### src/hdl/lpdc_div.sv
// Restoring signed divider, one quotient bit per cycle, truncating toward zero.
// Depends on nothing; used by the top level for the projection.
`timescale 1ns / 1ps
module lpdc_div (
  input  logic               clk,
  input  logic               rst_n,
  input  logic               start,
  input  logic signed [63:0] num,
  input  logic signed [31:0] den,
  output logic               done,
  output logic signed [63:0] quo
);
  logic [63:0] q_r, q_nxt;
  logic [32:0] rem_r, rem_nxt;
  logic [31:0] d_r;
  logic        neg_r;
  logic [6:0]  cnt_r;
  logic        busy_r;
  logic [33:0] trial;
  logic [32:0] shifted;

  always_comb begin
    shifted = {rem_r[31:0], q_r[63]};
    trial   = {1'b0, shifted} - {2'b0, d_r};
    if (!trial[33]) begin
      rem_nxt = trial[32:0];
      q_nxt   = {q_r[62:0], 1'b1};
    end else begin
      rem_nxt = shifted;
      q_nxt   = {q_r[62:0], 1'b0};
    end
  end

  // iterate 64 quotient bits
  always_ff @(posedge clk) begin
    if (!rst_n) begin
      busy_r <= 1'b0;
      done   <= 1'b0;
      cnt_r  <= '0;
    end else begin
      done <= 1'b0;
      if (start) begin
        busy_r <= 1'b1;
        cnt_r  <= 7'd0;
        q_r    <= num[63] ? 64'(-num) : num;
        rem_r  <= '0;
        d_r    <= den[31] ? 32'(-den) : den;
        neg_r  <= num[63] ^ den[31];
      end else if (busy_r) begin
        q_r   <= q_nxt;
        rem_r <= rem_nxt;
        cnt_r <= cnt_r + 7'd1;
        if (cnt_r == 7'd63) begin
          busy_r <= 1'b0;
          done   <= 1'b1;
        end
      end
    end
  end
  assign quo = neg_r ? -$signed(q_r) : $signed(q_r);
endmodule

### config.mk
export PLATFORM = sky130hd
export DESIGN_NAME = lpdc_div
export DESIGN_NICKNAME = d
export VERILOG_FILES = /design/src/hdl/lpdc_div.sv
export SDC_FILE = /design/constraint.sdc
export NUM_CORES = 1
export LEC_CHECK = 0
export BUFFER_PORTS_ARGS = -buffer_cell sky130_fd_sc_hd__buf_4
export CAP_MARGIN = 20
export CORE_MARGIN = 5
export CORE_UTILIZATION = 50
export CTS_BUF_LIST = sky130_fd_sc_hd__clkbuf_4 sky130_fd_sc_hd__clkbuf_8 sky130_fd_sc_hd__clkbuf_16
export DETAILED_ROUTE_END_ITERATION = 10
export GPL_ROUTABILITY_DRIVEN = 0
export GPL_TIMING_DRIVEN = 1
export PLACE_DENSITY = 0.69
export SYNTH_ARGS = -nofsm -noshare
export SYNTH_HDL_FRONTEND = slang
export SYNTH_SLANG_ARGS = --single-unit
### constraint.sdc
create_clock -name clk -period 6.07 [get_ports clk]
set_input_delay 0.9105 -clock clk [delete_from_list [all_inputs] [get_ports clk]]
set_output_delay 0.9105 -clock clk [all_outputs]
set_load 0.02 [all_outputs]
==> impl_results.md, run 1 <==
- Worst setup SP type: flip-flop
- Clk buf depth: 2
- Latest clock arrival within the worst-skew pair: 0.43 ns
- Crit-path max cell delay: 0.63 ns
- Combinational Power Share: 0.286
- Static Leak: 0.00475 uW
- Setup repair bufs after CTS: 0
- Hpwl dp: 20.0 mm
- Largest net degree at the start of global routing: 70
- DR iter-0 viols: 566
- Num CTS Buffers: 17
- Setup tns final: 0 ns
- Global-route wire length before repair: 44.1 mm
- Post-Syn Nets: 1,233
- Number of synthesized flops with an enable pin: 129
- Sw power: 1010 uW
- Overflow after GRT: 0
- Design area: 12,500 um^2
- Least-Margin Pin Slew: 1.01 ns
- Ys flop type: edfxtp_1
- NumNets Final: 1,377
- Final hold vios: 0
- Post-synth cell types: 60
- Initial antenna violation count: 0
- Clk pwr share: 0.353
- Final std cells w/o fill: 1,524
- Final WS setup: 0.982 ns
- Cells after synthesis: 1,097
- Wire length per cell: 18.1 um
- Fraction of registers with async set or reset after synthesis: 0
- Final setup violation count: 0
- Max-slew violations: 0
- Achievable frequency: 0.197 GHz
- CTS root buf: clkbuf_16
- Sequential share of the synthesized area: 0.390
- CTS tree: built
- Worst Path Required: 5.16 ns
- Max_cap viols: 0
- Cell Rows: 52
- Detail Route Antenna Nets: 0
- Dominant delay contributor by cell family on the critical path: simple AND/OR/NAND/NOR gates
- CP Buf/Inv Count: 1
- Synthesized area: 10,400 um^2
- Clock-pin slew on the worst setup and hold paths: 0.06 ns
- Placed Cells: 1,492
- Net Sw Frac: 0.302
- Syn_area_per_cell: 9.47 um^2
- Part of the power in registers: 0.361
- Die H: 154 um
- Relative slew margins: 0.324
- Die width: 154 um
- DR vias/cell: 5.78
- P per Cell Area: 268 nW/um^2
- Fraction of layout cells with a size suffix above 1: 0.196
- Fill count: 1,732
- Number of global-route vias before repair: 8,554
- Full die area: 23,800 um^2
- WS Path Type: flip-flop to output port
- Period utilization: 0.838
- Routed Wire Length: 27.7 mm
- Initial Util: 0.510
- Area growth, synth to finish: 20.3%
- Total GRT Usage: 0.228
- Critical path fanouts, max: 5
- Gates resized, CTS repair: 0
- Core area: 20,400 um^2
- H-tree levels: 4
- Drt first pass iters: 5
- Clock skew: 0.00913 ns
- Dpl ws: 1.38 ns
- Peak VDD IR: 0.214 mV
- RSZ-0062 raised after global routing: false
- Post-DP Area: 11,800 um^2
- Crit-path slowest cell: or4_1
- Buffers added on ports: 163
- Synth warn: 0
- Outcome: finished clean
- DRC: 0
- CP cell instances: or4_1, or4_1, or3_1, nor2_1, nand4_1, or4_1, o31ai_1, xnor2_1, buf_4
- Clock sinks: 138
- Period minus WS final: 5.09 ns
- Worst hold path class: flip-flop to flip-flop
- Synth Register Bits: 138
- Ant diodes: 0
- Top Ports: 164
- CP most frequent cell: or4_1
- Arr. time, crit path: 4.18 ns
- Hold-fix buffers, CTS: 0
- DR vias: 8,802
- Int Pwr: 2340 uW
- CP endpoint kind: output port
## logic make-up after synthesis
| family | share of synthesized area |
|---|---|
| and+or+nand+nor | 0.160 |
| AOI/OAI and AO/OA | 0.155 |
| xor gates and xnor gates | 0.156 |
| DFF | 0.390 |
| buffers and inverters | 0.0332 |
| muxes | 0.0602 |
| adders and majority gates | 0.0453 |
## final timing paths
kind	startpoint	endpoint	slack [ns]	cells after the start
setup / recovery	q_r[18]$_DFFE_PP_	quo[63]	0.98	9
hold reg to reg	cnt_r[5]$_SDFFE_PP0P_	cnt_r[5]$_SDFFE_PP0P_	0.49	2
hold / removal	cnt_r[5]$_SDFFE_PP0P_	cnt_r[5]$_SDFFE_PP0P_	0.49	2
setup reg to reg	rem_r[3]$_SDFFCE_PP0P_	rem_r[29]$_SDFFCE_PP0P_	2.07	11
## worst min-delay path, delay by kind of cell, from the launching register on
family,cells,cell delay [ns]
compound gates,2,0.13
flops,1,0.31
## cell usage after synthesis (all sizes together), types with 2 or more instances
library cell | n | area [um^2]
xor2 | 63 | 552
o31a | 2 | 17.5
xnor2 | 122 | 1070
dfxtp | 9 | 180
ha | 36 | 450
a211oi | 4 | 30.0
a31oi | 6 | 37.5
nor2b | 5 | 31.3
nor3 | 16 | 80.1
edfxtp | 129 | 3870
nand2 | 82 | 308
a21boi | 2 | 15.0
o41ai | 23 | 220
o211ai | 2 | 15.0
nor4b | 2 | 17.5
nand3 | 10 | 50.1
o31ai | 35 | 278
a221oi | 2 | 17.5
mux2i | 31 | 310
a21oi | 85 | 425
o21ai | 61 | 305
or2 | 12 | 77.6
clkbuf | 40 | 150
nand3b | 3 | 22.5
or3 | 35 | 224
and2 | 3 | 18.8
nand4 | 8 | 50.1
a21o | 15 | 113
inv | 46 | 173
nor2 | 106 | 398
o21a | 10 | 75.1
or4 | 18 | 143
mux2 | 28 | 315
nor4 | 12 | 75.1
and3 | 2 | 12.5
buf | 3 | 22.5
nand2b | 16 | 108
## area by class of cell
type	count	area (um^2)	area share
clock buffers	18	433	0.0346
clock inverters	14	226	0.0181
inverters	46	173	0.0138
multi-input cells	870	6010	0.481
flip-flops and latches	138	4050	0.324
well taps	270	338	0.0270
repair buffers	168	1260	0.101
## registers in the layout, indices dropped and copies added, names as in the netlist
signal  cells
done        1
q_r        64
cnt_r       7
d_r        32
busy_r      1
neg_r       1
rem_r      32
## metal layers
| layer | track usage | vias up | share of wire |
|---|---|---|---|
| met5 | 0 | - | 0 |
| met4 | 0.0627 | 0 | 0.017 |
| met3 | 0.0517 | 37 | 0.061 |
| met2 | 0.370 | 291 | 0.47 |
| met1 | 0.308 | 4194 | 0.45 |
| li1 | - | 4280 | - |
## per-stage QoR
stage               hold slack, ns  total power (uW)  utilization
global route                 0.522              3510        0.614
CTS                          0.493              3370        0.614
floorplan                    0.458              1860            -
global placement             0.474              2170        0.581
detailed placement           0.484              2180        0.581
finish                       0.486              3350        0.614
## power groups by stage
stage,logic [uW],registers [uW],clock network [uW]
finish,960,1210,1180
global route,1050,1220,1240
CTS,961,1210,1200
detailed placement,950,1230,0
global placement,944,1220,0
floorplan,649,1210,0
## cells in the final DEF, fill, tap and decap left out, drive strengths merged, types with 18 or more instances in the layout
cell | synthesis | final
nor2 | 106 | 106
xnor2 | 122 | 122
a21oi | 85 | 85
buf | 3 | 168
inv | 46 | 46
clkbuf | 40 | 18
or3 | 35 | 35
edfxtp | 129 | 129
ha | 36 | 36
mux2 | 28 | 28
mux2i | 31 | 31
xor2 | 63 | 63
o21ai | 61 | 61
nand2 | 82 | 82
o31ai | 35 | 35
o41ai | 23 | 23
or4 | 18 | 18
Power figures use the tool's default switching activity.
==> run 2, diff against run 1 <==
Settings changed: PLACE_DENSITY 0.69 to 0.72.
Clock period 6.07 ns to 4.6 ns, I/O delays scaled along.
==> run 2 against run 1 <==
Effect of this change: non-clock buffer count rose by 10; critical endpoint is now quo[57]; worst hold slack better by 0.013 ns; clock skew increased by 0.0048 ns; sequential power increased by 32%; largest power group unchanged; critical path type unchanged; critical path depth is 2 higher; highest routed layer unchanged; clock-buffer cell count grew 7.
==> impl_results.md, run 2 (synthesized netlist as in run 1, its figures left out) <==
- NumNets Final: 1,387 (was 1,377)
- Ant diodes: 0 (unchanged)
- Routed Wire Length: 27.8 mm (was 27.7 mm)
- Clock skew: 0.0139 ns (was 0.00913 ns)
- CP startpoint: q_r[16]$_DFFE_PP_ (was q_r[18]$_DFFE_PP_)
- Achievable frequency: 0.226 GHz
- Critical path fanouts, max: 5 (unchanged)
- Drt first pass iters: 5 (unchanged)
- Most flops, register: q_r (unchanged)
- Num CTS Buffers: 17 (unchanged)
- Max reg flops: 64 (unchanged)
- Cell Rows: 52 (unchanged)
- Initial antenna violation count: 0 (unchanged)
- Final std cells w/o fill: 1,534 (was 1,524)
- Least-Margin Pin Slew: 0.812 ns (was 1.01 ns)
- Worst setup SP type: flip-flop (unchanged)
- Hold-fix buffers, CTS: 0 (unchanged)
- Full die area: 23,800 um^2 (unchanged)
- Detail Route Antenna Nets: 0 (unchanged)
- DRC: 0 (unchanged)
- Worst Hold End: cnt_r[5]$_SDFFE_PP0P_ (unchanged)
- Reg2Reg Depth: 13 (was 11)
- DR vias/cell: 5.78 (about the same)
- Largest net degree at the start of global routing: 53 (was 70)
- Peak VDD IR: 0.227 mV (was 0.214 mV)
- Wire length per cell: 18.1 um (about the same)
- Most frequent cells in the layout: buf_4 (177), edfxtp_1 (129), xnor2_1 (122) (was buf_4 (168), edfxtp_1 (129), xnor2_1 (122))
- R2R setup slack: 0.84 ns (was 2.07 ns)
- Placed Cells: 1,502 (was 1,492)
- Global-route wire length before repair: 44.1 mm (about the same)
- Worst hold path class: flip-flop to flip-flop (unchanged)
- Largest regs: q_r x64, d_r x32, rem_r x32 (unchanged)
- Latest clock arrival within the worst-skew pair: 0.42 ns (was 0.43 ns)
- Number of global-route vias before repair: 8,680 (was 8,554)
- Clock sinks: 138 (unchanged)
- Outcome: finished clean (unchanged)
- Max-slew violations: 0 (unchanged)
- Overflow after GRT: 0 (unchanged)
- Static Leak: 0.00481 uW (was 0.00475 uW)
- CP endpoint kind: output port (unchanged)
- Total GRT Usage: 0.228 (about the same)
- Clk buf depth: 2 (unchanged)
- CTS root buf: clkbuf_16 (unchanged)
- DR iter-0 viols: 677 (was 566)
- Top Ports: 164 (unchanged)
- Buffers added on ports: 163 (unchanged)
- Relative slew margins: 0.459 (was 0.324)
- Worst Hold Depth: 2 (unchanged)
- Max_cap viols: 0 (unchanged)
- Die H: 154 um (unchanged)
- CTS tree: built (unchanged)
- Reg2reg start: rem_r[7]$_SDFFCE_PP0P_ (was rem_r[3]$_SDFFCE_PP0P_)
- Final hold vios: 0 (unchanged)
- Worst Path Required: 3.91 ns (was 5.16 ns)
- Dominant delay contributor by cell family on the critical path: simple AND/OR/NAND/NOR gates (unchanged)
- Die width: 154 um (unchanged)
- Initial Util: 0.510 (unchanged)
- CP Buf/Inv Count: 2 (was 1)
- Hold_sp: cnt_r[5]$_SDFFE_PP0P_ (unchanged)
- Area growth, synth to finish: 21.1% (was 20.3%)
- Fraction of layout cells with a size suffix above 1: 0.210 (was 0.196)
- Arr. time, crit path: 3.73 ns (was 4.18 ns)
- H-tree levels: 4 (unchanged)
- Core Util, Final: 0.618 (was 0.614)
- Commonest non-fill, non-tap cell in the layout: buf_4 (unchanged)
- Crit-path max cell delay: 0.55 ns (was 0.63 ns)
- Crit-path slowest cell: or4_4 (was or4_1)
- Hpwl dp: 20.7 mm (was 20.0 mm)
- Fill count: 1,759 (was 1,732)
- RSZ-0062 raised after global routing: false (unchanged)
- WS Path Type: flip-flop to output port (unchanged)
- Clock-pin slew on the worst setup and hold paths: 0.06 ns (about the same)
- Final setup violation count: 0 (unchanged)
- CP cell instances: or4_4, or4_4, or3_1, nor2_2, nand3_1, inv_1, nand3_1, or2_1, o21ai_1, xnor2_1, buf_4 (was or4_1, or4_1, or3_1, nor2_1, nand4_1, or4_1, o31ai_1, xnor2_1, buf_4)
- Period utilization: 0.961
- Period minus WS final: 4.42 ns
- DR vias: 8,870 (was 8,802)
- P per Cell Area: 341 nW/um^2 (was 268 nW/um^2)
- Worst r2r dst: rem_r[5]$_SDFFCE_PP0P_ (was rem_r[29]$_SDFFCE_PP0P_)
- Core area: 20,400 um^2 (unchanged)
- Setup tns final: 0 ns (unchanged)
[run 2: how the worst max path moves through the flow]
stage	end	slack, ns	depth (start not counted)
2_1_floorplan	q_r[53]$_DFFE_PP_	0.52	11
3_3_place_gp	q_r[53]$_DFFE_PP_	0.13	11
5_1_grt	quo[54]	0.01	9
6_report	quo[57]	0.18	11
3_5_place_dp	q_r[53]$_DFFE_PP_	0.07	11
4_1_cts	quo[61]	0.01	9
[run 2: per-layer routing]
metal / track usage / wire length (um) / vias up
met2: 0.372 / 13200 / 286
met3: 0.0579 / 1990 / 42
li1: - / - / 4313
met1: 0.300 / 12100 / 4229
met4: 0.0664 / 518 / 0
met5: 0 / 0 / -
[run 2: what timing repair did]
| item | 4_1_cts | 5_1_grt |
|---|---|---|
| setup endpoints to repair | 4 | 10 |
| resized for setup | 2 | 6 |
| hold endpoints to repair | 0 | 0 |
| buffers inserted | 0 | 0 |
[run 2: power breakdown]
group / leakage, uW / switching [uW] / internal [uW]
clock: 0.000316 / 536 / 878
combinational: 0.00319 / 712 / 564
sequential: 0.00130 / 84.7 / 1510
[run 2: final cells by class]
type / instances / area (um^2) / area share
repair buffers: 178 / 1350 / 0.107
inverters: 46 / 173 / 0.0137
multi-input cells: 870 / 6050 / 0.481
clock inverters: 7 / 45.0 / 0.00358
well taps: 270 / 338 / 0.0268
flip-flops and latches: 138 / 4050 / 0.322
clock buffers: 25 / 579 / 0.0460
[run 2: metrics by stage]
step                      area [um^2]  hold WS, ns  worst slack (ns)  total power [uW]
final                           12600        0.499             0.177              4290
after global routing            12600        0.485            0.0115              4490
after CTS                       12600        0.483            0.0115              4310
after detailed placement        11900        0.486            0.0704              2890
after global placement          11900        0.474             0.130              2870
after floorplan                 10400        0.458             0.525              2450
[run 2: tightest hold or removal path: cells and delay by family, from the launching register on]
| kind | cells | cell delay [ns] |
|---|---|---|
| AOI/OAI and AO/OA | 2 | 0.14 |
| DFF | 1 | 0.31 |
==> run 3, diff against run 2 <==
Settings changed: CELL_PAD_IN_SITES_DETAIL_PLACEMENT from default to 1, CELL_PAD_IN_SITES_GLOBAL_PLACEMENT from default to 1, CORE_UTILIZATION 50 to 40, PLACE_DENSITY 0.72 to 0.74, REMOVE_ABC_BUFFERS from default to 1.
==> run 3 against run 2 <==
Effect of this change: via count shrank 0.54%; clock-buffer cell count decreased by 8; worst hold slack lost 0.037 ns; flip-flop and latch count unchanged; global-route usage is 1.6 points lower; register-to-register slack improved by 0.07 ns; cell area rose by 0.43%; wire length grew 11%; combinational power barely moved; non-clock buffer count is the same; largest cell class unchanged; largest power group unchanged; highest routed layer unchanged.
==> impl_results.md, run 3 (synthesized netlist as in run 1, its figures left out) <==
- Outcome: finished clean (unchanged)
- Hpwl dp: 23.3 mm (was 20.7 mm)
- Cell Rows: 59 (was 52)
- Final std cells w/o fill: 1,600 (was 1,534)
- DR vias: 8,822 (was 8,870)
- Initial Util: 0.402 (was 0.510)
- Final hold vios: 0 (unchanged)
- WL met3: 1.12 mm (was 1.99 mm)
- Clk buf depth: 2 (unchanged)
- Placed Cells: 1,564 (was 1,502)
- Wire length per cell: 19.4 um (was 18.1 um)
- P per Cell Area: 336 nW/um^2 (was 341 nW/um^2)
- Die H: 171 um (was 154 um)
- CTS root buf: clkbuf_16 (unchanged)
- Period utilization: 0.980 (was 0.961)
- Worst setup SP type: flip-flop (unchanged)
- R2R setup slack: 0.91 ns (was 0.84 ns)
- Die width: 171 um (was 154 um)
- Commonest non-fill, non-tap cell in the layout: buf_4 (unchanged)
- Clk pwr share: 0.315 (was 0.330)
- DRC: 0 (unchanged)
- Arr. time, crit path: 3.82 ns (was 3.73 ns)
- Number of global-route vias before repair: 9,306 (was 8,680)
- Int Pwr: 2800 uW (was 2960 uW)
- Combinational Power Share: 0.309 (was 0.298)
- Most frequent cells in the layout: buf_4 (175), edfxtp_1 (129), xnor2_1 (122) (was buf_4 (177), edfxtp_1 (129), xnor2_1 (122))
- Buffers added on ports: 163 (unchanged)
- Sw power: 1440 uW (was 1330 uW)
- Largest regs: q_r x64, d_r x32, rem_r x32 (unchanged)
- WS Path Type: flip-flop to output port (unchanged)
- Initial antenna violation count: 1 (was 0)
- Num CTS Buffers: 17 (unchanged)
- Met2 Wirelength: 15.8 mm (was 13.2 mm)
- DR iter-0 viols: 423 (was 677)
- Routed Wire Length: 31.0 mm (was 27.8 mm)
- DR vias/cell: 5.51 (was 5.78)
- Core area: 25,800 um^2 (was 20,400 um^2)
- Reg2Reg Depth: 15 (was 13)
- Peak VDD IR: 0.206 mV (was 0.227 mV)
- Worst hold path class: input pin to flip-flop (was flip-flop to flip-flop)
- RSZ-0062 raised after global routing: true (was false)
- Period minus WS final: 4.51 ns (was 4.42 ns)
- Clock-pin slew on the worst setup and hold paths: 0.07 ns (was 0.06 ns)
- Global-route wire length before repair: 49.5 mm (was 44.1 mm)
- Drt first pass iters: 7 (was 5)
- Total power: 4240 uW (was 4290 uW)
- H-tree levels: 4 (unchanged)
- Part of the power in registers: 0.376 (was 0.373)
- CP startpoint: q_r[17]$_DFFE_PP_ (was q_r[16]$_DFFE_PP_)
- Worst Path Required: 3.91 ns (about the same)
- Final setup violation count: 0 (unchanged)
- Max_cap viols: 0 (unchanged)
- Total GRT Usage: 0.212 (was 0.228)
- Detail Route Antenna Nets: 0 (unchanged)
- Clock sinks: 138 (unchanged)
- Relative slew margins: 0.473 (was 0.459)
- Full die area: 29,300 um^2 (was 23,800 um^2)
- WL met1: 13.4 mm (was 12.1 mm)
- Achievable frequency: 0.222 GHz (was 0.226 GHz)
- CTS tree: built (unchanged)
- Largest net degree at the start of global routing: 95 (was 53)
- Area of the multi-input gates: 6060 um^2 (was 6050 um^2)
- Worst r2r dst: rem_r[28]$_SDFFCE_PP0P_ (was rem_r[5]$_SDFFCE_PP0P_)
- Net Sw Frac: 0.340 (was 0.311)
- CP endpoint kind: output port (unchanged)
- Clock skew: 0.0132 ns (was 0.0139 ns)
- Overflow after GRT: 0 (unchanged)
- Latest clock arrival within the worst-skew pair: 0.43 ns (was 0.42 ns)
- Top Ports: 164 (unchanged)
- Worst setup path end: quo[63] (was quo[57])
- NumNets Final: 1,387 (unchanged)
- Max reg flops: 64 (unchanged)
- Fill count: 2,977 (was 1,759)
- Critical path fanouts, max: 5 (unchanged)
- Most flops, register: q_r (unchanged)
- Area growth, synth to finish: 21.7% (was 21.1%)
- Core Util, Final: 0.489 (was 0.618)
- Static Leak: 0.00477 uW (was 0.00481 uW)
- Least-Margin Pin Slew: 0.783 ns (was 0.812 ns)
- Reg2reg start: q_r[63]$_DFFE_PP_ (was rem_r[7]$_SDFFCE_PP0P_)
- Top sig layer: met4 (unchanged)
- Max-slew violations: 0 (unchanged)
- Fraction of layout cells with a size suffix above 1: 0.212 (was 0.210)
- Reg area: 4050 um^2 (unchanged)
run 3: changes by cell type in the layout (fill, tap and decap cells not counted), sizes merged:
cell / delta
diode: +1
clkbuf: -8
inv: +8
clkinv: -3
clkinvlp: +3
run 3: per-layer routing:
layer,track usage,up-vias
met1,0.269,4344
met2,0.371,144
met5,0,-
met4,0.0644,0
li1,-,4296
met3,0.0358,38
run 3: worst min-delay path by stage:
stage                                startpoint                    end  slack (ns)  cells past startpoint
after global routing                     den[0]       d_r[0]$_DFFE_PP_        0.45                      1
after CTS                                den[0]       d_r[0]$_DFFE_PP_        0.44                      1
final                                    den[0]       d_r[0]$_DFFE_PP_        0.46                      1
after global placement    cnt_r[5]$_SDFFE_PP0P_  cnt_r[5]$_SDFFE_PP0P_        0.47                      2
after detailed placement  cnt_r[5]$_SDFFE_PP0P_  cnt_r[5]$_SDFFE_PP0P_        0.49                      2
after floorplan           cnt_r[5]$_SDFFE_PP0P_  cnt_r[5]$_SDFFE_PP0P_        0.46                      2
run 3: critical path, stage by stage (launching register included):
cell	delay, ns
edfxtp_1	0.45
or4_1	0.60
or4_4	0.48
or3_1	0.46
nor2_2	0.15
nand4_1	0.17
or4_4	0.52
o31ai_2	0.23
xnor2_1	0.15
buf_4	0.17
run 3: what timing repair did:
action,CTS,global route
hold buffers,0,0
resized for setup,3,7
setup endpoints to repair,3,7
setup buffers,0,3
run 3: per-stage QoR:
step / TNS [ns] / hold slack (ns) / area [um^2] / setup WS [ns]
finish: 0 / 0.461 / 12600 / 0.0940
detailed placement: 0 / 0.491 / 12000 / 0.127
global route: -0.0663 / 0.449 / 12600 / -0.0493
global placement: 0 / 0.473 / 12000 / 0.199
CTS: 0 / 0.444 / 12600 / 0.0115
floorplan: -11.86 / 0.458 / 10200 / -0.384
run 3: power by group through the flow:
stage	logic, uW	clock network (uW)	registers (uW)
6_report	1310	1340	1590
5_1_grt	1440	1420	1610
4_1_cts	1320	1360	1590
3_5_place_dp	1310	0	1620
3_3_place_gp	1280	0	1610
2_1_floorplan	828	0	1600
run 3: final cells by class:
class / instances / share of cell area
diodes: 1 / 0.000198
clock buffers: 17 / 0.0337
clock inverters: 15 / 0.0104
inverters: 46 / 0.0137
multi-input cells: 870 / 0.480
flip-flops and latches: 138 / 0.321
well taps: 335 / 0.0332
repair buffers: 178 / 0.109
